**src/rtl/tftpc_pkg.sv**
```systemverilog
// Shared types and constants for the TFTP client transfer controller.
// Used by the front, queue, back and top-level modules; depends on nothing.
package tftpc_pkg;

    // Field widths fixed by the packet and file formats.
    localparam int KIND_W   = 3;
    localparam int BLOCK_W  = 16;
    localparam int DLEN_W   = 10;
    localparam int ACT_W    = 4;
    localparam int LEN_W    = 10;
    localparam int POS_W    = 25;
    localparam int CFG_IDX_W = 1;

    // Event kinds as they arrive on the input.
    localparam logic [KIND_W-1:0] KIND_START   = 3'd0;
    localparam logic [KIND_W-1:0] KIND_TIMEOUT = 3'd1;
    localparam logic [KIND_W-1:0] KIND_DATA    = 3'd2;
    localparam logic [KIND_W-1:0] KIND_ACK     = 3'd3;
    localparam logic [KIND_W-1:0] KIND_ERROR   = 3'd4;
    localparam logic [KIND_W-1:0] KIND_UNKNOWN = 3'd5;

    // Actions reported with each result.
    localparam logic [ACT_W-1:0] ACT_NONE   = 4'd0;
    localparam logic [ACT_W-1:0] ACT_RRQ    = 4'd1;
    localparam logic [ACT_W-1:0] ACT_WRQ    = 4'd2;
    localparam logic [ACT_W-1:0] ACT_ACK    = 4'd3;
    localparam logic [ACT_W-1:0] ACT_NEW    = 4'd4;
    localparam logic [ACT_W-1:0] ACT_RESEND = 4'd5;
    localparam logic [ACT_W-1:0] ACT_DONE   = 4'd6;
    localparam logic [ACT_W-1:0] ACT_ERR    = 4'd7;
    localparam logic [ACT_W-1:0] ACT_UNK    = 4'd8;

    // Configuration register indexes.
    localparam logic [CFG_IDX_W-1:0] CFG_MODE = 1'd0;
    localparam logic [CFG_IDX_W-1:0] CFG_SIZE = 1'd1;

    // Header bytes in a data datagram.
    localparam logic [DLEN_W-1:0] HDR_BYTES = 10'd4;

    // Depth of the queue between front and back.
    localparam int QUEUE_DEPTH = 2;

    // Classified event as it travels from front to back.
    typedef struct packed {
        logic [KIND_W-1:0]  kind;      // one of KIND_START .. KIND_UNKNOWN
        logic [BLOCK_W-1:0] block;     // received block number
        logic [LEN_W-1:0]   plen;      // payload bytes, saturated
        logic               short_blk; // payload shorter than a full block
    } t_evt;

endpackage

```
**src/rtl/tftpc_front.sv**
```systemverilog
// Front end: accepts input items, folds the event kind into a known class
// and derives the saturated payload length. Depends on tftpc_pkg.
module tftpc_front
    import tftpc_pkg::*;
#(
    parameter int BLOCK_BYTES = 512
) (
    input  logic                i_in_valid,
    output logic                o_in_ready,
    input  logic [KIND_W-1:0]   i_event_kind,
    input  logic [BLOCK_W-1:0]  i_packet_block,
    input  logic [DLEN_W-1:0]   i_datagram_length,
    input  logic                i_q_full,
    output logic                o_push,
    output t_evt                o_evt
);

    localparam logic [POS_W-1:0] BLK = POS_W'(BLOCK_BYTES);

    logic [LEN_W-1:0] w_raw_len;

    // The item is taken whenever the queue has room.
    assign o_in_ready = !i_q_full;
    assign o_push     = i_in_valid && !i_q_full;

    // Unused kind codes collapse into the unknown class. The payload length
    // has its header removed, is floored at zero and is capped at one block.
    always_comb begin
        unique case (i_event_kind)
            KIND_START, KIND_TIMEOUT, KIND_DATA, KIND_ACK, KIND_ERROR: begin
                o_evt.kind = i_event_kind;
            end
            default: begin
                o_evt.kind = KIND_UNKNOWN;
            end
        endcase
        w_raw_len = (i_datagram_length >= HDR_BYTES) ? (i_datagram_length - HDR_BYTES)
                                                     : '0;
        if (POS_W'(w_raw_len) > BLK) begin
            o_evt.plen = BLK[LEN_W-1:0];
        end else begin
            o_evt.plen = w_raw_len;
        end
        o_evt.short_blk = (POS_W'(w_raw_len) < BLK);
        o_evt.block     = i_packet_block;
    end

endmodule

```
**src/rtl/tftpc_queue.sv**
```systemverilog
// Short first-in first-out queue of classified events between front and back.
// Depends on tftpc_pkg for the item type and depth.
module tftpc_queue
    import tftpc_pkg::*;
(
    input  logic i_clk,
    input  logic i_rst_n,
    input  logic i_push,
    input  t_evt i_push_data,
    output logic o_full,
    output logic o_valid,
    output t_evt o_data,
    input  logic i_pop
);

    localparam int PTR_W = (QUEUE_DEPTH > 1) ? $clog2(QUEUE_DEPTH) : 1;
    localparam int CNT_W = $clog2(QUEUE_DEPTH + 1);
    localparam logic [CNT_W-1:0] DEPTH_C = CNT_W'(QUEUE_DEPTH);
    localparam logic [PTR_W-1:0] LAST_PTR = PTR_W'(QUEUE_DEPTH - 1);

    t_evt             r_mem [QUEUE_DEPTH];
    logic [PTR_W-1:0] r_wr_ptr, n_wr_ptr;
    logic [PTR_W-1:0] r_rd_ptr, n_rd_ptr;
    logic [CNT_W-1:0] r_count, n_count;

    assign o_full  = (r_count == DEPTH_C);
    assign o_valid = (r_count != '0);
    assign o_data  = r_mem[r_rd_ptr];

    // Pointer and fill count updates.
    always_comb begin
        n_wr_ptr = r_wr_ptr;
        n_rd_ptr = r_rd_ptr;
        n_count  = r_count;
        if (i_push) begin
            n_wr_ptr = (r_wr_ptr == LAST_PTR) ? '0 : r_wr_ptr + PTR_W'(1);
        end
        if (i_pop) begin
            n_rd_ptr = (r_rd_ptr == LAST_PTR) ? '0 : r_rd_ptr + PTR_W'(1);
        end
        if (i_push && !i_pop) begin
            n_count = r_count + CNT_W'(1);
        end else if (!i_push && i_pop) begin
            n_count = r_count - CNT_W'(1);
        end
    end

    always_ff @(posedge i_clk) begin
        if (!i_rst_n) begin
            r_wr_ptr <= '0;
            r_rd_ptr <= '0;
            r_count  <= '0;
        end else begin
            r_wr_ptr <= n_wr_ptr;
            r_rd_ptr <= n_rd_ptr;
            r_count  <= n_count;
        end
    end

    // Entry storage.
    always_ff @(posedge i_clk) begin
        if (i_push) begin
            r_mem[r_wr_ptr] <= i_push_data;
        end
    end

endmodule

```
**src/rtl/tftpc_back.sv**
```systemverilog
// Back end: holds the configuration and transfer state; depends on tftpc_pkg.
// Runs one classified event per cycle unless stalled; registers the result.
module tftpc_back
    import tftpc_pkg::*;
#(
    parameter int BLOCK_BYTES = 512
) (
    input  logic                 i_clk,
    input  logic                 i_rst_n,
    input  logic                 i_cfg_valid,
    output logic                 o_cfg_ready,
    input  logic [CFG_IDX_W-1:0] i_cfg_index,
    input  logic [POS_W-1:0]     i_cfg_data,
    input  logic                 i_q_valid,
    input  t_evt                 i_q_data,
    output logic                 o_pop,
    output logic                 o_out_valid,
    input  logic                 i_out_ready,
    output logic [ACT_W-1:0]     o_action,
    output logic [BLOCK_W-1:0]   o_out_block,
    output logic [LEN_W-1:0]     o_send_length,
    output logic [POS_W-1:0]     o_file_offset,
    output logic                 o_payload_accepted,
    output logic [LEN_W-1:0]     o_payload_length
);

    localparam logic [POS_W-1:0] BLK = POS_W'(BLOCK_BYTES);

    // Configuration.
    logic               r_mode;
    logic [POS_W-1:0]   r_size;

    // Transfer state.
    logic [BLOCK_W-1:0] r_bc, n_bc;
    logic               r_ru, n_ru;
    logic               r_final, n_final;
    logic               r_lbs, n_lbs;
    logic [POS_W-1:0]   r_rp, n_rp;
    logic [LEN_W-1:0]   r_lsl, n_lsl;

    // Result register.
    logic               r_out_valid;
    logic [ACT_W-1:0]   r_act, n_act;
    logic [BLOCK_W-1:0] r_oblk, n_oblk;
    logic [LEN_W-1:0]   r_slen, n_slen;
    logic [POS_W-1:0]   r_offs, n_offs;
    logic               r_acc, n_acc;
    logic [LEN_W-1:0]   r_plen, n_plen;

    logic [BLOCK_W-1:0] w_bc_inc;
    logic [POS_W-1:0]   w_remain;
    logic [POS_W-1:0]   w_len;

    assign o_cfg_ready = 1'b1;

    // An event leaves the queue when the result register is free or drains.
    assign o_pop = i_q_valid && (!r_out_valid || i_out_ready);

    assign w_bc_inc = r_bc + BLOCK_W'(1);
    assign w_remain = (r_size > r_rp) ? (r_size - r_rp) : '0;
    assign w_len    = (w_remain < BLK) ? w_remain : BLK;

    // Event execution against the transfer state.
    always_comb begin
        n_bc    = r_bc;
        n_ru    = r_ru;
        n_final = r_final;
        n_lbs   = r_lbs;
        n_rp    = r_rp;
        n_lsl   = r_lsl;
        n_act   = ACT_NONE;
        n_oblk  = '0;
        n_slen  = '0;
        n_offs  = '0;
        n_acc   = 1'b0;
        n_plen  = '0;
        unique case (i_q_data.kind)
            KIND_START: begin
                n_bc    = '0;
                n_ru    = 1'b1;
                n_final = 1'b0;
                n_lbs   = 1'b0;
                n_rp    = '0;
                n_lsl   = '0;
                n_act   = r_mode ? ACT_WRQ : ACT_RRQ;
            end
            KIND_TIMEOUT: begin
                if (r_ru) begin
                    n_act = r_mode ? ACT_WRQ : ACT_RRQ;
                end else if (r_mode) begin
                    n_act  = ACT_RESEND;
                    n_oblk = r_bc;
                    n_slen = r_lsl;
                end else if (r_final) begin
                    n_act = ACT_DONE;
                end else begin
                    n_act  = ACT_ACK;
                    n_oblk = r_bc;
                end
            end
            KIND_DATA: begin
                // Download: only the next block in sequence is stored.
                if (!r_mode) begin
                    n_ru   = 1'b0;
                    n_act  = ACT_ACK;
                    n_oblk = r_bc;
                    if (i_q_data.block == w_bc_inc) begin
                        n_acc  = 1'b1;
                        n_plen = i_q_data.plen;
                        n_bc   = w_bc_inc;
                        n_oblk = w_bc_inc;
                        if (i_q_data.short_blk) begin
                            n_final = 1'b1;
                        end
                    end
                end
            end
            KIND_ACK: begin
                // Upload: a matching ack frees the next block or finishes.
                if (r_mode) begin
                    n_ru = 1'b0;
                    if (i_q_data.block == r_bc) begin
                        if (r_lbs) begin
                            n_act = ACT_DONE;
                        end else begin
                            if (w_remain < BLK) begin
                                n_lbs = 1'b1;
                            end
                            n_bc   = w_bc_inc;
                            n_act  = ACT_NEW;
                            n_oblk = w_bc_inc;
                            n_offs = r_rp;
                            n_slen = w_len[LEN_W-1:0];
                            n_lsl  = w_len[LEN_W-1:0];
                            n_rp   = r_rp + w_len;
                        end
                    end else begin
                        n_act  = ACT_RESEND;
                        n_oblk = r_bc;
                        n_slen = r_lsl;
                    end
                end
            end
            KIND_ERROR: begin
                n_act = ACT_ERR;
            end
            default: begin
                n_act = ACT_UNK;
            end
        endcase
    end

    // Configuration writes.
    always_ff @(posedge i_clk) begin
        if (!i_rst_n) begin
            r_mode <= 1'b0;
            r_size <= '0;
        end else if (i_cfg_valid) begin
            case (i_cfg_index)
                CFG_MODE: r_mode <= i_cfg_data[0];
                CFG_SIZE: r_size <= i_cfg_data;
                default: begin
                end
            endcase
        end
    end

    // Transfer state and result valid.
    always_ff @(posedge i_clk) begin
        if (!i_rst_n) begin
            r_bc        <= '0;
            r_ru        <= 1'b1;
            r_final     <= 1'b0;
            r_lbs       <= 1'b0;
            r_rp        <= '0;
            r_lsl       <= '0;
            r_out_valid <= 1'b0;
        end else begin
            if (o_pop) begin
                r_bc    <= n_bc;
                r_ru    <= n_ru;
                r_final <= n_final;
                r_lbs   <= n_lbs;
                r_rp    <= n_rp;
                r_lsl   <= n_lsl;
            end
            if (o_pop) begin
                r_out_valid <= 1'b1;
            end else if (i_out_ready) begin
                r_out_valid <= 1'b0;
            end
        end
    end

    // Result payload.
    always_ff @(posedge i_clk) begin
        if (o_pop) begin
            r_act  <= n_act;
            r_oblk <= n_oblk;
            r_slen <= n_slen;
            r_offs <= n_offs;
            r_acc  <= n_acc;
            r_plen <= n_plen;
        end
    end

    assign o_out_valid        = r_out_valid;
    assign o_action           = r_act;
    assign o_out_block        = r_oblk;
    assign o_send_length      = r_slen;
    assign o_file_offset      = r_offs;
    assign o_payload_accepted = r_acc;
    assign o_payload_length   = r_plen;

endmodule

```
**src/rtl/tftp_client_transfer_controller.sv**
```systemverilog
// Stop-and-wait TFTP client controller: one event in, one action out.
// An accepted event passes through the queue, then the result register, before its result is valid.
// Throughput: one event per cycle while results are drained, set by the state update in the back end.
// A two-entry queue between front and back lets either side stall on its own.
// Reset (synchronous, active low) empties the queue and result register and
// returns configuration and transfer state to their initial values.
module tftp_client_transfer_controller
    import tftpc_pkg::*;
#(
    parameter int BLOCK_BYTES = 512
) (
    input  logic                 i_clk,
    input  logic                 i_rst_n,
    input  logic                 i_cfg_valid,
    output logic                 o_cfg_ready,
    input  logic [CFG_IDX_W-1:0] i_cfg_index,
    input  logic [POS_W-1:0]     i_cfg_data,
    input  logic                 i_in_valid,
    output logic                 o_in_ready,
    input  logic [KIND_W-1:0]    i_event_kind,
    input  logic [BLOCK_W-1:0]   i_packet_block,
    input  logic [DLEN_W-1:0]    i_datagram_length,
    output logic                 o_out_valid,
    input  logic                 i_out_ready,
    output logic [ACT_W-1:0]     o_action,
    output logic [BLOCK_W-1:0]   o_out_block,
    output logic [LEN_W-1:0]     o_send_length,
    output logic [POS_W-1:0]     o_file_offset,
    output logic                 o_payload_accepted,
    output logic [LEN_W-1:0]     o_payload_length
);

    logic w_push;
    logic w_full;
    logic w_q_valid;
    logic w_pop;
    t_evt w_push_evt;
    t_evt w_q_evt;

    // Accept and classify.
    tftpc_front #(
        .BLOCK_BYTES(BLOCK_BYTES)
    ) u_front (
        .i_in_valid       (i_in_valid),
        .o_in_ready       (o_in_ready),
        .i_event_kind     (i_event_kind),
        .i_packet_block   (i_packet_block),
        .i_datagram_length(i_datagram_length),
        .i_q_full         (w_full),
        .o_push           (w_push),
        .o_evt            (w_push_evt)
    );

    // Decoupling queue.
    tftpc_queue u_queue (
        .i_clk      (i_clk),
        .i_rst_n    (i_rst_n),
        .i_push     (w_push),
        .i_push_data(w_push_evt),
        .o_full     (w_full),
        .o_valid    (w_q_valid),
        .o_data     (w_q_evt),
        .i_pop      (w_pop)
    );

    // Execute and deliver.
    tftpc_back #(
        .BLOCK_BYTES(BLOCK_BYTES)
    ) u_back (
        .i_clk             (i_clk),
        .i_rst_n           (i_rst_n),
        .i_cfg_valid       (i_cfg_valid),
        .o_cfg_ready       (o_cfg_ready),
        .i_cfg_index       (i_cfg_index),
        .i_cfg_data        (i_cfg_data),
        .i_q_valid         (w_q_valid),
        .i_q_data          (w_q_evt),
        .o_pop             (w_pop),
        .o_out_valid       (o_out_valid),
        .i_out_ready       (i_out_ready),
        .o_action          (o_action),
        .o_out_block       (o_out_block),
        .o_send_length     (o_send_length),
        .o_file_offset     (o_file_offset),
        .o_payload_accepted(o_payload_accepted),
        .o_payload_length  (o_payload_length)
    );

endmodule

```
**config.mk**
```make
export PLATFORM = sky130hd
export DESIGN_NAME = tftp_client_transfer_controller
export DESIGN_NICKNAME = d
export VERILOG_FILES = /design/src/rtl/tftpc_pkg.sv /design/src/rtl/tftpc_front.sv /design/src/rtl/tftpc_queue.sv /design/src/rtl/tftpc_back.sv /design/src/rtl/tftp_client_transfer_controller.sv
export SDC_FILE = /design/constraint.sdc
export NUM_CORES = 1
export LEC_CHECK = 0
export ABC_CLOCK_PERIOD_IN_PS = 6200
export BUFFER_PORTS_ARGS = -buffer_cell sky130_fd_sc_hd__buf_4
export CORE_AREA = 2 2 144 146
export DETAILED_ROUTE_END_ITERATION = 6
export DIE_AREA = 0 0 146 148
export PLACE_DENSITY_LB_ADDON = 0.3
export SYNTH_ARGS = -nofsm -noshare
export SYNTH_HDL_FRONTEND = slang
export SYNTH_SLANG_ARGS = --single-unit
```
**constraint.sdc**
```tcl
create_clock -name i_clk -period 6.2 [get_ports i_clk]
set_input_delay 1.24 -clock i_clk [delete_from_list [all_inputs] [get_ports i_clk]]
set_output_delay 1.24 -clock i_clk [all_outputs]
set_load 0.03 [all_outputs]
```
# After elaboration in Yosys (flattened, before gate mapping)

Memory sizes are Yosys's and may differ from the RTL's. A register that Yosys moved wholly into a read port is not among the register bits.
Index checks and enable logic that the tools add are counted.

Bits in registers: 151
Bits in latches: 0
Bits in writable memories: 60
ROM bits: 0
Input port bits: 60
Output and inout bits: 69
Logic and storage cells: 148
Memories: 1

Memories:

| memory        | depth | bits a word | rd ports | clocked after Yosys merged registers in | wr ports | line              | text |
|---|---|---|---|---|---|---|---|
| u_queue.r_mem | 2     | 30          | 1        | 1                                       | 1        | tftpc_queue.sv:21 | `t_evt r_mem [QUEUE_DEPTH];` |

Add/subtract/negate cells: 8
Multipliers: 0
Divide/modulo/power cells: 0
Order comparisons: 5
Equality and inequality tests: 17
Shift operators: 0
Muxes and demuxes: 65
Bitwise logic cells: 6
Reductions and logical operators: 28

Operators with widths:

| operator                                                           | number |
|---|---|
| 2-to-1 mux 16 bit                                                  | 12 |
| 2-to-1 mux 25 bit                                                  | 5 |
| 2-to-1 mux 10 bit                                                  | 10 |
| one-hot mux 16 bit (3 select lines)                                | 2 |
| one-hot mux 25 bit (2 select lines)                                | 1 |
| one-hot mux 10 bit (2 select lines)                                | 2 |
| equality test 16 bit                                               | 2 |
| adder 25 bit                                                       | 1 |
| > comparator 25 bit                                                | 1 |
| < comparator 25 x 10 -> 1 bit, second input constant               | 1 |
| subtractor 25 bit                                                  | 1 |
| one-hot mux 4 bit (5 select lines)                                 | 1 |
| 2-to-1 mux 1 bit                                                   | 18 |
| adder 16 x 1 -> 16 bit, second input constant                      | 1 |
| equality test 3 x 2 -> 1 bit, second input constant                | 4 |
| 2-to-1 mux 2 bit                                                   | 6 |
| 2-to-1 mux 4 bit                                                   | 3 |
| greater-or-equal comparator 10 x 3 -> 1 bit, second input constant | 1 |
| > comparator 10 bit, second input constant                         | 1 |
| < comparator 10 bit, second input constant                         | 1 |
| AND reduction 5 bit                                                | 2 |
| nonzero test 2 bit                                                 | 5 |
| subtractor 10 x 3 -> 10 bit, second input constant                 | 1 |
| != test 2 x 1 -> 1 bit, second input constant                      | 4 |
| 23 further kinds                                                   | 43 |

# Depth between registers and ports, before layout

Gate-level depths: netlist (run 1).

Word-level depth: 9
Mapped depth: 27
Gate-level depth less buffers: 26

# By module

Synthesis (run 1) repeated with hierarchy kept, for this count alone.

Cells, all modules: 1293
Area total of the unflattened synthesis: 12369.4 µm²

By module, submodules not included:

| module      | times used | cells an instance | area each (µm²) | seq. area each (µm²) |
|---|---|---|---|---|
| tftpc_back  | 1          | 1105              | 9501.6          | 3603.5 |
| tftpc_queue | 1          | 115               | 2376.0          | 1901.8 |
| tftpc_front | 1          | 73                | 491.7           | 0.0 |

# Least setup slack after synthesis (run 1)

No wires, ideal clock.

Path kind: register -> register
From: register u_back.r_rp[8]
To: register u_back.r_rp[24]
Library setup time: 132 ps
Data arrival time: 5553 ps
Data required time: 6068 ps
Path slack: 514 ps
Stages on the path, launching flop included: 27
Buffers on the path: 1
Period minus slack after synthesis: 5686 ps
Cells stage by stage: dfxtp_1 > inv_1 > ha_1 > a21o_1 > a21oi_2 > nor2b_1 > o211a_1 > a311o_1 > xor2_1 > or4_4 > nor4_4 > nand4_4 > buf_2 > nor2_1 > ha_1 > inv_1 > fa_1 > nor2b_1 > o31ai_1 > a211o_1 > a21bo_2 > a41oi_1 > o21a_1 > o311ai_0 > a211oi_1 > mux2i_1 > a21oi_1

Longest elaborated chain between the ends: 9
Elaborated cells between the ends (all ways): 10
Those cells by class: add/sub: 2; order compare: 2; mux: 6

RTL lines:

| what                                                            | line              | text |
|---|---|---|
| start: declaration                                              | tftpc_back.sv:38  | `logic [POS_W-1:0] r_rp, n_rp;` |
| start signal: assignment                                        | tftpc_back.sv:184 | `r_rp <= n_rp;` |
| subtractor 25 bit / > comparator 25 bit (equally long branches) | tftpc_back.sv:60  | `assign w_remain = (r_size > r_rp) ? (r_size - r_rp) : '0;` |
| 2-to-1 mux 25 bit                                               | tftpc_back.sv:60  |  |
| < comparator 25 x 10 -> 1 bit                                   | tftpc_back.sv:61  | `assign w_len = (w_remain < BLK) ? w_remain : BLK;` |
| 2-to-1 mux 25 bit                                               | tftpc_back.sv:61  |  |
| adder 25 bit *                                                  | tftpc_back.sv:135 | `n_rp = r_rp + w_len;` |
| 2-to-1 mux 25 bit *                                             | tftpc_back.sv:123 | `if (r_lbs) begin` |
| 2-to-1 mux 25 bit *                                             | tftpc_back.sv:122 | `if (i_q_data.block == r_bc) begin` |
| 2-to-1 mux 25 bit *                                             | tftpc_back.sv:120 | `if (r_mode) begin` |
| one-hot mux 25 bit (2 select lines) *                           | tftpc_back.sv:77  | `unique case (i_q_data.kind)` |

Mark *: on every way between the ends. The rest lies on a longest branch, timed or not. The select of a mux whose other input is x is not followed.
A chain may end at the register's enable or synchronous reset.

# Final worst setup path (run 1)

From: register u_back.r_rp[12]
To: register u_back.r_rp[23]

The elaborated chain is that of the path after synthesis.

==> results_tabular.tex, run 1 <==
\begin{tabular}{lr}
\hline
Metric & Value \\
\hline
\multicolumn{2}{l}{\textbf{Power}} \\
Power per cell area & $\sim$360 nW/µm² \\
Peak ir drop on the vdd network & about 0.00032 V \\
Standby leakage power & around 0.0054 µW \\
\multicolumn{2}{l}{\textbf{Timing}} \\
Worst-case hold slack & 452.1 ps \\
Count of final setup violators & 0 \\
Unrepaired setup endpoints after global routing & false \\
Final worst path period share & 93.78\% \\
Setup total negative slack & 0 ps \\
Final hold violations & 0 \\
Final Slew Violations & 0 \\
Minimum clock period & a little under 6000 ps \\
Transition at the pin with the smallest max-transition slack & 1228 ps \\
Worst Skew & between 15 and 20 ps \\
Worst max-slew margin expressed relative to the limit & between 10\% and 20\% \\
Maximum clock frequency & between 150 and 200 MHz \\
\multicolumn{2}{l}{\textbf{Placed design}} \\
HPWL reported at the end of detailed placement & $\sim$21000 µm \\
Routability congestion estimate & about 0.92 \\
Buffers added on ports & around 130 \\
\multicolumn{2}{l}{\textbf{Clock tree}} \\
Clock tree from TritonCTS & yes \\
CTS sink count & 212 \\
Bufs on Longest Clock Path & 3 \\
TritonCTS buffer count & 23 \\
Clk slew on worst S/H paths & about 60 ps \\
Clock latency of the later-clocked register in the worst-skew pair & between 500 and 600 ps \\
H-Tree Level Count & 1 \\
Post-cts hold buffer count & 0 \\
Clock root cell & clkbuf\_16 \\
\multicolumn{2}{l}{\textbf{Worst hold path}} \\
Endpoint, Worst Hold & u\_back.r\_lsl[5]\$\_SDFFE\_PN0P\_ \\
Cell depth of the worst hold path & 2 \\
HP Start & u\_back.r\_lsl[5]\$\_SDFFE\_PN0P\_ \\
Min-delay worst type & reg2reg \\
\multicolumn{2}{l}{\textbf{Routing}} \\
Antenna Nets Post-Route & 0 \\
Via total after detailed routing & between 9000 and 10000 \\
Residual DRC count & 1 \\
Via density & slightly below 6 \\
Post-detailed-route wirelength per cell & around 17 µm \\
Routed Wire Length & 28330 µm \\
Initial drt markers & 884 \\
Count of TritonRoute iterations in the first routing pass & 7 \\
\multicolumn{2}{l}{\textbf{Yosys}} \\
Post-synthesis instance area & $\sim$12000 µm² \\
Top cell type's share of synthesized area & roughly a third \\
\#FFs+latches synth & between 200 and 250 \\
Leading cell types by total area after synthesis & edfxtp\_1, dfxtp\_1, ha\_1 \\
Share of synthesized flip-flops with an asynchronous set or reset & 0\% \\
Number of enable-type register cells in the synthesized netlist & approximately 130 \\
Most frequent cells after synthesis & nand2\_1, nor2\_1, edfxtp\_1, a21oi\_1, dfxtp\_1 \\
Cell accounting for the most synthesized area & edfxtp\_1 \\
Yosys warnings & 0 \\
Synthesized instance count & between 1000 and 1500 \\
Share of synthesized area occupied by flip-flops and latches & 47.06\% \\
Mapped Avg Cell Area & between 9 and 10 µm² \\
Predominant post-synthesis flop cell & edfxtp\_1 \\
Count of different cell masters after synthesis & 70 \\
Count leader, synth & nand2\_1 \\
\multicolumn{2}{l}{\textbf{Cells and area}} \\
Multi-input logic area & about 5900 µm² \\
Area used by sequential logic in the layout & about 5500 µm² \\
Share of final-layout standard cells stronger than drive strength 1 & between 10\% and 20\% \\
Antenna diode instance count & 0 \\
Synth-to-Final Area Change & 17.97\% \\
Count of fill cells added during filler insertion & between 1500 and 2000 \\
Post-layout net count & around 1500 \\
\multicolumn{2}{l}{\textbf{Floorplan}} \\
I/O pin count & approximately 130 \\
Die extent in y & roughly 150 µm \\
Die area & about 22000 µm² \\
Starting density of the core & 58.38\% \\
Width of the die & 146 µm \\
Number of standard-cell rows in the floorplan & 52 \\
Core footprint & between 20000 and 25000 µm² \\
\multicolumn{2}{l}{\textbf{Critical path}} \\
Worst-path maximum fanout & 10 \\
Critical Path Start Type & flop \\
Start point of the critical path & u\_back.r\_rp[12]\$\_SDFFE\_PN0P\_ \\
Crit path required time & 6580 ps \\
Worst R2R Path Depth & 23 \\
Slack of the worst reg-to-reg path & between 300 and 400 ps \\
Setup crit end kind & flop \\
Start of the worst register-to-register path & u\_back.r\_rp[12]\$\_SDFFE\_PN0P\_ \\
Endpoint of the worst-slack reg-to-reg timing path & u\_back.r\_rp[23]\$\_SDFFE\_PN0P\_ \\
Critical setup path kind & reg2reg \\
Arrival time of the worst setup path & 6200 ps \\
\multicolumn{2}{l}{\textbf{Global route}} \\
Wire length of the first global-routing pass & 44980 µm \\
Global-route congestion overflow total & 0 \\
Global router's overall resource usage & 25.60\% \\
Pin count of the biggest net entering global routing & 44 \\
Antenna violations before repair & 0 \\
Number of global-route vias before repair & around 8700 \\
\multicolumn{2}{l}{\textbf{Flow run}} \\
Maximum capacitance violations & 0 \\
\multicolumn{2}{l}{\textbf{Outcome}} \\
Violated checks & design-rule violations \\
Run status & complete, but fails checks \\
\hline
\end{tabular}
## cell families after synthesis
family / Yosys count / share of synthesized area, %
other: 2 / 0.06420
DFF: 212 / 47.06
muxes: 40 / 3.476
AOI/OAI and AO/OA: 306 / 17.12
buffers and inverters: 109 / 3.690
xor gates and xnor gates: 67 / 5.016
adders and majority gates: 58 / 6.332
and+or+nand+nor: 436 / 17.24
## per-layer routing
| metal | track usage [%] | up-vias | share of wire, % |
|---|---|---|---|
| met5 | 0 | - | 0 |
| met4 | 6.359 | 0 | 1.7 |
| met3 | 4.259 | 36 | 7.8 |
| met2 | 40.73 | 362 | 46 |
| met1 | 36.83 | 4519 | 44 |
| li1 | - | 4673 | - |
## final cells by class
| cell class | instances | share of cell area, % |
|---|---|---|
| clock buffers | 29 | 4.633 |
| inverters | 53 | 1.442 |
| well taps | 270 | 2.448 |
| clock inverters | 13 | 1.460 |
| flip-flops and latches | 212 | 39.91 |
| multi-input cells | 923 | 42.44 |
| repair buffers | 141 | 7.670 |
## report_power, final
part           switching (µW)  internal [µW]
Sequential                119           1830
Clock                     557            941
Combinational             990            521
Total                    1670           3290
## registers in the layout, indices dropped and copies added, names as in the netlist, 2 cells and up, named ones only
register,cells
u_queue.r_count,2
u_back.r_lsl,10
u_back.r_rp,25
u_back.r_size,25
u_queue.r_mem,60
u_back.o_action,4
u_back.o_send_length,10
u_back.o_file_offset,25
u_back.r_bc,16
u_back.o_payload_length,10
u_back.o_out_block,16
## worst max-delay path, stage by stage (launching register included)
cell,delay (ps)
dfxtp_1,370
inv_1,100
ha_2,430
and3_1,270
and3_1,210
nand2_1,70
nor4_1,270
a211o_1,220
a31oi_1,50
or4_4,560
nor4_4,260
nand4_4,190
nor2_1,280
ha_1,310
a21oi_1,130
nand2_1,90
o21a_1,220
o21bai_1,180
o21ai_0,150
o41ai_1,440
o21ai_0,240
o41ai_1,400
xor2_1,170
o21ai_0,70
## through the flow
| step | utilization [%] | setup slack (ps) | cells | area, µm² | power, µW |
|---|---|---|---|---|---|
| after floorplan | - | 514.3 | 1243 | 11750 | 2968 |
| after global placement | 64.37 | 301.1 | 1596 | 12900 | 3457 |
| after detailed placement | 64.37 | 79.27 | 1596 | 12900 | 3477 |
| after CTS | 68.57 | 43.90 | 1638 | 13740 | 4975 |
| after global routing | 68.87 | 10.38 | 1641 | 13800 | 5168 |
| final | 68.87 | 385.8 | 1641 | 13800 | 4959 |
## worst max-delay path by stage
stage                                               to  slack, ps  depth (start not counted)
after floorplan           u_back.r_rp[24]$_SDFFE_PN0P_        510                         26
after global placement    u_back.r_rp[24]$_SDFFE_PN0P_        300                         23
after detailed placement  u_back.r_rp[24]$_SDFFE_PN0P_         80                         25
after CTS                 u_back.r_rp[24]$_SDFFE_PN0P_         40                         25
after global routing      u_back.r_rp[24]$_SDFFE_PN0P_         10                         25
final                     u_back.r_rp[23]$_SDFFE_PN0P_        390                         23
## repair_timing
action | in CTS | in global routing
setup endpoints to repair | 0 | 4
gates resized for setup | 0 | 9
setup buffers | 0 | 2
endpoints found under the hold margin | 0 | 0
## layout by cell type (no fill, tap or decap), types with 5 or more instances in the layout
cell	count
o21bai_1	8
o21ai_0	56
or3_1	7
mux2_2	5
nand2b_1	14
bufinv_16	5
o31ai_2	11
nand3_1	25
a21o_1	17
buf_4	141
a22oi_1	6
a311oi_1	6
conb_1	15
nor3_1	27
edfxtp_1	126
o21ai_1	7
a211oi_1	9
nor2_1	138
nand4_1	14
o21a_1	12
and3_1	14
o31ai_1	24
o41ai_1	5
xnor2_1	42
inv_1	51
nor4_1	7
nor2b_1	15
clkbuf_16	24
nand2_1	146
mux2i_1	35
xor2_1	25
ha_1	53
and2_1	9
a31oi_1	11
dfxtp_1	84
a21oi_1	95
(Power assumes the default switching activity.)
==> run 2, diff against run 1 <==
--- a/config.mk
+++ b/config.mk
@@ -7,9 +7,9 @@
 export LEC_CHECK = 0
 export ABC_CLOCK_PERIOD_IN_PS = 6200
 export BUFFER_PORTS_ARGS = -buffer_cell sky130_fd_sc_hd__buf_4
-export CORE_AREA = 2 2 144 146
+export CORE_AREA = 2 2 165 167
 export DETAILED_ROUTE_END_ITERATION = 6
-export DIE_AREA = 0 0 146 148
+export DIE_AREA = 0 0 167 169
 export PLACE_DENSITY_LB_ADDON = 0.3
 export SYNTH_ARGS = -nofsm -noshare
 export SYNTH_HDL_FRONTEND = slang
==> run 2 against run 1 <==
Net effect:
- clock power fell by 11%
- largest cell class unchanged
- critical path depth is 2 higher
- highest routed layer unchanged
- power decreased by 3.2%
- final cell count is 4.4% higher
- the run now ends clean
==> results_tabular.tex, run 2 (synthesis results as in run 1) <==
\begin{tabular}{lr}
\hline
Metric & Value \\
\hline
\multicolumn{2}{l}{\textbf{Timing}} \\
Transition at the pin with the smallest max-transition slack & 935.7 ps (-292.7 ps) \\
Worst-case hold slack & 450.1 ps (-1.934 ps) \\
Worst Skew & 25.59 ps (+10.05 ps) \\
Worst max-slew margin expressed relative to the limit & 37.62\% (+20 points) \\
Final Slew Violations & 0 (unchanged) \\
Count of final setup violators & 0 (unchanged) \\
Maximum clock frequency & 171.8 MHz (-0.12\%) \\
Post-route worst setup slack & 378.7 ps (-7.162 ps) \\
Minimum clock period & 5821 ps (+7.162 ps) \\
Final worst path period share & 93.89\% (+0.12 points) \\
Final hold violations & 0 (unchanged) \\
\multicolumn{2}{l}{\textbf{Routing}} \\
Antenna Nets Post-Route & 0 (unchanged) \\
Initial drt markers & 620 (-30\%) \\
Via density & 5.494 (-6.0\%) \\
Count of TritonRoute iterations in the first routing pass & 7 (unchanged) \\
Post-detailed-route wirelength per cell & 16.79 µm (-2.8\%) \\
Routed Wire Length & 28780 µm (+1.6\%) \\
Residual DRC count & 0 (-1) \\
Via total after detailed routing & 9416 (-1.8\%) \\
\multicolumn{2}{l}{\textbf{Power}} \\
Power per cell area & 348.7 nW/µm² (-3.0\%) \\
Clock network fraction of design power & 27.8\% (-2.4 points) \\
Proportion of power drawn by flip-flops and latches & 40.6\% (+1.3 points) \\
Cell Int Power & 3109 µW (-5.6\%) \\
Standby leakage power & 0.005301 µW (-0.97\%) \\
Switching power of the nets & 1692 µW (+1.6\%) \\
Part of the total power dissipated in combinational logic & 31.6\% (+1.1 points) \\
Sw Share & 35.25\% (+1.7 points) \\
Peak ir drop on the vdd network & 0.0002616 V (-18\%) \\
\multicolumn{2}{l}{\textbf{Critical path}} \\
Crit path required time & 6590 ps (about the same) \\
Setup crit end kind & flop \\
Arrival time of the worst setup path & 6210 ps (about the same) \\
Worst-path maximum fanout & 10 (unchanged) \\
Critical path's largest stage delay & 560 ps (about the same) \\
Critical Path Start Type & flop \\
Critical setup path kind & reg2reg \\
Highest-delay cell along the critical path & or4\_4 \\
\multicolumn{2}{l}{\textbf{Global route}} \\
Antenna violations before repair & 0 (unchanged) \\
Global-route congestion overflow total & 0 (unchanged) \\
Global router's overall resource usage & 20.00\% (-5.6 points) \\
Pin count of the biggest net entering global routing & 53 (+20\%) \\
Number of global-route vias before repair & 8945 (+2.4\%) \\
Wire length of the first global-routing pass & 46180 µm (+2.7\%) \\
\multicolumn{2}{l}{\textbf{Flow run}} \\
Maximum capacitance violations & 0 (unchanged) \\
\multicolumn{2}{l}{\textbf{Floorplan}} \\
Die area & 28220 µm² (+31\%) \\
Core footprint & 26500 µm² (+32\%) \\
Die extent in y & 169 µm (+14\%) \\
Width of the die & 167 µm (+14\%) \\
Number of standard-cell rows in the floorplan & 60 (+15\%) \\
Starting density of the core & 44.15\% (-14 points) \\
I/O pin count & 129 (unchanged) \\
\multicolumn{2}{l}{\textbf{Placed design}} \\
Total instance count after detailed placement & 1670 (+4.6\%) \\
Routability congestion estimate & 0.8931 (-3.4\%) \\
Worst setup slack after placement & 142.9 ps (+63.66 ps) \\
Buffers added on ports & 127 (unchanged) \\
HPWL reported at the end of detailed placement & 20830 µm (+1.1\%) \\
\multicolumn{2}{l}{\textbf{Cells and area}} \\
Count of fill cells added during filler insertion & 2410 (+56\%) \\
Antenna diode instance count & 0 (unchanged) \\
Share of final-layout standard cells stronger than drive strength 1 & 15.66\% (-0.53 points) \\
Most common cell after layout, fill and taps aside & nand2\_1 \\
Register bank with the most flops & u\_queue.r\_mem \\
Number of flip-flops in the largest register & 60 (unchanged) \\
Count of non-filler cells in the finished layout & 1714 (+4.4\%) \\
Top library cells by usage in the layout, fill and taps aside & nand2\_1, buf\_4, nor2\_1 \\
Post-layout net count & 1473 (+0.068\%) \\
Synth-to-Final Area Change & 17.70\% \\
\multicolumn{2}{l}{\textbf{Worst hold path}} \\
Min-delay worst type & reg2reg \\
\multicolumn{2}{l}{\textbf{Clock tree}} \\
Postcts setup bufs & 0 (unchanged) \\
TritonCTS buffer count & 24 (+4.3\%) \\
Clock root cell & clkbuf\_16 \\
Clock latency of the later-clocked register in the worst-skew pair & 530 ps (+20 ps) \\
CTS sink count & 212 (unchanged) \\
Bufs on Longest Clock Path & 3 (unchanged) \\
H-Tree Level Count & 1 (unchanged) \\
Clock tree from TritonCTS & yes \\
Clk slew on worst S/H paths & 60 ps (about the same) \\
\multicolumn{2}{l}{\textbf{Outcome}} \\
Run status & finished, final reports clean \\
\hline
\end{tabular}
-- run 2: cell types whose count changed in the layout (fill, tap and decap cells not counted), moves of 2 or more --
cell	change
clkbuf_1	+2
bufinv_16	-4
o21ai_1	-2
clkbuf_8	-2
clkinv_1	+5
o21ai_0	+2
-- run 2: area by class of cell --
cell class	count	area (µm²)	share of cell area [%]
Clock inverter	15	113.9	0.8269
Clock buffer	29	619.3	4.498
Sequential cell	212	5507	39.99
Tap cell	341	426.7	3.099
Multi-Input combinational cell	922	5838	42.40
Timing Repair Buffer	142	1066	7.742
Inverter	53	198.9	1.445
-- run 2: worst paths after layout --
check / start / endpoint / slack (ps) / depth (start not counted)
worst max-delay path: u_back.r_rp[12]$_SDFFE_PN0P_ / u_back.r_rp[24]$_SDFFE_PN0P_ / 380 / 25
worst min-delay path: u_back.r_lsl[2]$_SDFFE_PN0P_ / u_back.r_lsl[2]$_SDFFE_PN0P_ / 450 / 2
worst max register to register: u_back.r_rp[12]$_SDFFE_PN0P_ / u_back.r_rp[24]$_SDFFE_PN0P_ / 380 / 25
worst min register to register: u_back.r_lsl[2]$_SDFFE_PN0P_ / u_back.r_lsl[2]$_SDFFE_PN0P_ / 450 / 2
-- run 2: through the flow --
| step | power, µW | area (µm²) | util, % | setup TNS, ps |
|---|---|---|---|---|
| floorplan | 2968 | 11750 | - | 0 |
| global placement | 3483 | 13010 | 49.10 | 0 |
| detailed placement | 3502 | 13010 | 49.10 | 0 |
| CTS | 4845 | 13740 | 51.87 | 0 |
| global route | 5023 | 13770 | 51.96 | -6.248 |
| finish | 4802 | 13770 | 51.96 | 0 |
-- run 2: layer usage --
metal  share of wire [%]  GRT usage [%]  vias up
li1                    -              -     4680
met1                  46          27.48     4413
met2                  46          33.01      282
met3                 6.3          3.110       41
met4                 2.3          5.397        0
met5                   0              0        -
-- run 2: power groups by stage --
stage,clock (µW),sequential (µW),combinational [µW]
after global routing,1420,1980,1620
after global placement,0,1970,1510
final,1330,1950,1520
after floorplan,0,2330,640
after CTS,1360,1960,1530
after detailed placement,0,1980,1520
-- run 2: critical path: cells and delay by family, from the launching register on --
kind	cells	cell delay (ps)
simple gates	9	2120
compound gates	10	1820
mux	1	230
fa+ha+maj	3	1000
flops	1	360
buf+inv	2	160
-- run 2: what timing repair did --
| action | CTS | global route |
|---|---|---|
| endpoints found under the setup margin | 0 | 4 |
| hold buffers | 0 | 0 |
| gates resized for setup | 0 | 6 |
==> run 3, diff against run 2 <==
--- a/config.mk
+++ b/config.mk
@@ -5,12 +5,13 @@
 export SDC_FILE = /design/constraint.sdc
 export NUM_CORES = 1
 export LEC_CHECK = 0
-export ABC_CLOCK_PERIOD_IN_PS = 6200
+export ABC_CLOCK_PERIOD_IN_PS = 4700
 export BUFFER_PORTS_ARGS = -buffer_cell sky130_fd_sc_hd__buf_4
-export CORE_AREA = 2 2 165 167
+export CORE_AREA = 2 2 169 171
 export DETAILED_ROUTE_END_ITERATION = 6
-export DIE_AREA = 0 0 167 169
+export DIE_AREA = 0 0 171 173
 export PLACE_DENSITY_LB_ADDON = 0.3
 export SYNTH_ARGS = -nofsm -noshare
 export SYNTH_HDL_FRONTEND = slang
+export SYNTH_HIERARCHICAL = 1
 export SYNTH_SLANG_ARGS = --single-unit
==> constraint.sdc (replaced) <==
create_clock -name i_clk -period 4.7 [get_ports i_clk]
set_input_delay 0.94 -clock i_clk [delete_from_list [all_inputs] [get_ports i_clk]]
set_output_delay 0.94 -clock i_clk [all_outputs]
set_load 0.03 [all_outputs]
==> run 3 against run 2 <==
Net effect:
- the run now ends with negative setup slack left
- power rose by 40%
- global-route usage rose by 2.1 points
- clock skew fell by 8.1 ps
- sequential power rose by 29%
- utilization rose by 6.8 points
- register-to-register slack got worse by 730 ps
- via count rose by 13%
- largest cell class unchanged
- largest power group unchanged
==> results_tabular.tex, run 3 <==
\begin{tabular}{lr}
\hline
Metric & Value \\
\hline
\multicolumn{2}{l}{\textbf{Outcome}} \\
Run status & complete, but fails checks \\
Violated checks & negative setup slack \\
\multicolumn{2}{l}{\textbf{Worst hold path}} \\
Cell depth of the worst hold path & 2 (unchanged) \\
HP Start & u\_back/r\_lsl[5]\$\_SDFFE\_PN0P\_ \\
Endpoint, Worst Hold & u\_back/r\_lsl[5]\$\_SDFFE\_PN0P\_ \\
Min-delay worst type & reg2reg \\
\multicolumn{2}{l}{\textbf{Power}} \\
Post-layout total power & 6734 µW (+40\%) \\
Proportion of power drawn by flip-flops and latches & 37.5\% (-3.1 points) \\
Standby leakage power & 0.006522 µW (+23\%) \\
Sw Share & 34.47\% (-0.78 points) \\
Switching power of the nets & 2321 µW (+37\%) \\
Part of the total power dissipated in combinational logic & 34.0\% (+2.4 points) \\
Power per cell area & 414.8 nW/µm² (+19\%) \\
Cell Int Power & 4413 µW (+42\%) \\
Peak ir drop on the vdd network & 0.0003235 V (+24\%) \\
Clock network fraction of design power & 28.6\% (+0.8 points) \\
\multicolumn{2}{l}{\textbf{Cells and area}} \\
Antenna diode instance count & 0 (unchanged) \\
Post-layout instance area & 16230 µm² (+18\%) \\
Most common cell after layout, fill and taps aside & buf\_4 \\
Share of final-layout standard cells stronger than drive strength 1 & 31.88\% (+16 points) \\
Area used by sequential logic in the layout & 5512 µm² (about the same) \\
Count of fill cells added during filler insertion & 2438 (+1.2\%) \\
Multi-input logic area & 6790 µm² (+16\%) \\
Post-layout net count & 1687 (+15\%) \\
Synth-to-Final Area Change & 31.25\% \\
Register bank with the most flops & u\_queue/r\_mem \\
Number of flip-flops in the largest register & 60 (unchanged) \\
Post-layout utilization of the core & 58.76\% (+6.8 points) \\
Top library cells by usage in the layout, fill and taps aside & buf\_4, edfxtp\_1, nand2\_1 \\
Count of non-filler cells in the finished layout & 1965 (+15\%) \\
\multicolumn{2}{l}{\textbf{Yosys}} \\
Yosys warnings & 6 (+6) \\
Share of synthesized area occupied by flip-flops and latches & 44.51\% (-2.6 points) \\
Top cell type's share of synthesized area & 30.59\% (-1.8 points) \\
Cell accounting for the most synthesized area & edfxtp\_1 \\
\#FFs+latches synth & 212 (unchanged) \\
Most frequent cells after synthesis & edfxtp\_1, nand2\_1, a21oi\_1, nor2\_1, dfxtp\_1 \\
Number of enable-type register cells in the synthesized netlist & 126 (unchanged) \\
Predominant post-synthesis flop cell & edfxtp\_1 \\
Share of synthesized flip-flops with an asynchronous set or reset & 0\% (unchanged) \\
Post-synthesis instance area & 12370 µm² (+5.7\%) \\
Mapped Avg Cell Area & 9.566 µm² (+0.58\%) \\
Count of different cell masters after synthesis & 87 (+24\%) \\
Leading cell types by total area after synthesis & edfxtp\_1, dfxtp\_1, ha\_1 \\
Synthesized instance count & 1293 (+5.1\%) \\
\multicolumn{2}{l}{\textbf{Timing}} \\
Transition at the pin with the smallest max-transition slack & 1014 ps (+78.07 ps) \\
Worst max-slew margin expressed relative to the limit & 32.25\% (-5.4 points) \\
Unrepaired setup endpoints after global routing & true \\
Count of final setup violators & 19 (+19) \\
Minimum clock period & 5047 ps (-774.4 ps) \\
Worst Skew & 17.51 ps (-8.085 ps) \\
Final worst path period share & 107.4\% (+13 points) \\
Final Slew Violations & 0 (unchanged) \\
Setup total negative slack & -3495 ps (-3495 ps) \\
Post-route worst setup slack & -346.9 ps (-725.6 ps) \\
Final hold violations & 0 (unchanged) \\
Maximum clock frequency & 198.1 MHz (+15\%) \\
\multicolumn{2}{l}{\textbf{Clock tree}} \\
CTS sink count & 212 (unchanged) \\
Post-cts hold buffer count & 0 (unchanged) \\
Clock tree from TritonCTS & yes \\
TritonCTS buffer count & 24 (unchanged) \\
Clock root cell & clkbuf\_16 \\
Bufs on Longest Clock Path & 3 (unchanged) \\
H-Tree Level Count & 1 (unchanged) \\
Clock latency of the later-clocked register in the worst-skew pair & 530 ps (about the same) \\
Clk slew on worst S/H paths & 60 ps (about the same) \\
\multicolumn{2}{l}{\textbf{Flow run}} \\
Maximum capacitance violations & 0 (unchanged) \\
\multicolumn{2}{l}{\textbf{Global route}} \\
Wire length of the first global-routing pass & 53270 µm (+15\%) \\
Pin count of the biggest net entering global routing & 54 (+1.9\%) \\
Antenna violations before repair & 0 (unchanged) \\
Global router's overall resource usage & 22.09\% (+2.1 points) \\
Number of global-route vias before repair & 10499 (+17\%) \\
Global-route congestion overflow total & 0 (unchanged) \\
\multicolumn{2}{l}{\textbf{Routing}} \\
Post-detailed-route wirelength per cell & 16.93 µm (+0.86\%) \\
Count of TritonRoute iterations in the first routing pass & 5 (-2) \\
Residual DRC count & 0 (unchanged) \\
Initial drt markers & 643 (+3.7\%) \\
Via total after detailed routing & 10656 (+13\%) \\
Routed Wire Length & 33280 µm (+16\%) \\
Via density & 5.423 (-1.3\%) \\
Antenna Nets Post-Route & 0 (unchanged) \\
\multicolumn{2}{l}{\textbf{Floorplan}} \\
Starting density of the core & 44.77\% (+0.62 points) \\
Number of standard-cell rows in the floorplan & 61 (+1.7\%) \\
Die area & 29580 µm² (+4.8\%) \\
Die extent in y & 173 µm (+2.4\%) \\
I/O pin count & 129 (unchanged) \\
Width of the die & 171 µm (+2.4\%) \\
Core footprint & 27630 µm² (+4.3\%) \\
\multicolumn{2}{l}{\textbf{Critical path}} \\
Critical Path Start Type & flop \\
Start of the worst register-to-register path & u\_back/r\_rp[7]\$\_SDFFE\_PN0P\_ \\
Setup crit end kind & flop \\
Start point of the critical path & u\_back/r\_rp[7]\$\_SDFFE\_PN0P\_ \\
Critical setup path kind & reg2reg \\
Endpoint of the worst-slack reg-to-reg timing path & u\_back/r\_rp[23]\$\_SDFFE\_PN0P\_ \\
Arrival time of the worst setup path & 5470 ps (-740 ps) \\
Crit path required time & 5120 ps (-1470 ps) \\
Worst R2R Path Depth & 24 (-4.0\%) \\
Slack of the worst reg-to-reg path & -350 ps (-730 ps) \\
Worst-path maximum fanout & 7 (-3) \\
\multicolumn{2}{l}{\textbf{Placed design}} \\
Placement Cell Area & 14930 µm² (+15\%) \\
HPWL reported at the end of detailed placement & 24210 µm (+16\%) \\
Buffers added on ports & 127 (unchanged) \\
Routability congestion estimate & 0.8988 (+0.64\%) \\
Total instance count after detailed placement & 1904 (+14\%) \\
\hline
\end{tabular}
[run 3: cell type report]
class	instances	area share, %
multi-input cells	959	41.83
clock inverters	15	1.079
well taps	378	2.913
clock buffers	29	3.938
inverters	54	1.249
repair buffers	318	15.04
flip-flops and latches	212	33.95
[run 3: worst max path at each step]
stage	to	slack, ps	depth (start not counted)
after CTS	u_back/r_rp[23]$_SDFFE_PN0P_	-230	24
after global routing	u_back/r_rp[23]$_SDFFE_PN0P_	-550	24
final	u_back/r_rp[23]$_SDFFE_PN0P_	-350	24
after detailed placement	u_back/r_rp[23]$_SDFFE_PN0P_	-420	23
after global placement	u_back/r_rp[23]$_SDFFE_PN0P_	-300	24
after floorplan	u_back/r_rp[24]$_SDFFE_PN0P_	-80	24
[run 3: power groups by stage]
| stage | registers, µW | clock network, µW | logic (µW) |
|---|---|---|---|
| floorplan | 3050 | 0 | 928 |
| global placement | 2560 | 0 | 2210 |
| detailed placement | 2570 | 0 | 2240 |
| CTS | 2530 | 1960 | 2280 |
| global route | 2560 | 2040 | 2450 |
| finish | 2520 | 1920 | 2290 |
[run 3: logic make-up (layout without fill, tap and decap cells)]
logic type	count (synthesis)	in the layout	synth area share, %
AO/OA/AOI/OAI	357	357	19.30
XOR/XNOR	63	63	4.461
adder cells (fa/ha/maj)	58	58	5.988
buffers and inverters	135	416	5.027
flip-flops	212	212	44.51
multiplexers	38	38	3.389
other	2	15	0.06071
AND/OR/NAND/NOR	428	428	17.27
[run 3: per-layer routing]
metal | up-vias | routed length, µm | part of all wire, % | GRT usage (%)
li1 | 5266 | - | - | -
met1 | 5065 | 14690 | 44 | 28.83
met2 | 263 | 16320 | 49 | 38.32
met3 | 62 | 1344 | 4.0 | 2.861
met4 | 0 | 923 | 2.8 | 6.038
met5 | - | 0 | 0 | 0
[run 3: repair_timing]
item,CTS,global route
pin swaps,48,48
endpoints found under the setup margin,17,21
resized for setup,50,30
buffers inserted,13,7
gates cloned,0,0
[run 3: stage by stage]
stage                     hold slack (ps)  setup WS (ps)
final                               455.8         -346.9
after global routing                478.4         -553.4
after CTS                           453.7         -234.5
after detailed placement            439.0         -421.7
after global placement              433.2         -295.5
after floorplan                     424.9         -75.51
[run 3: worst max-delay path, cell delays in order (launching register included)]
cell and delay [ps]:
dfxtp_2 340, inv_2 50, ha_4 210, a21o_1 210, a221oi_4 360, buf_6 150, buf_6 90, nand2_2 40
or4b_4 480, a311oi_2 300, and4_1 250, nand2_2 100, buf_12 160, buf_6 110, nor3_4 230, ha_4 250
a21oi_4 130, nor2_2 50, a211oi_2 250, o31ai_4 140, o2111ai_2 280, a21oi_2 100, o41a_1 330, xor2_1 150
a22o_1 190
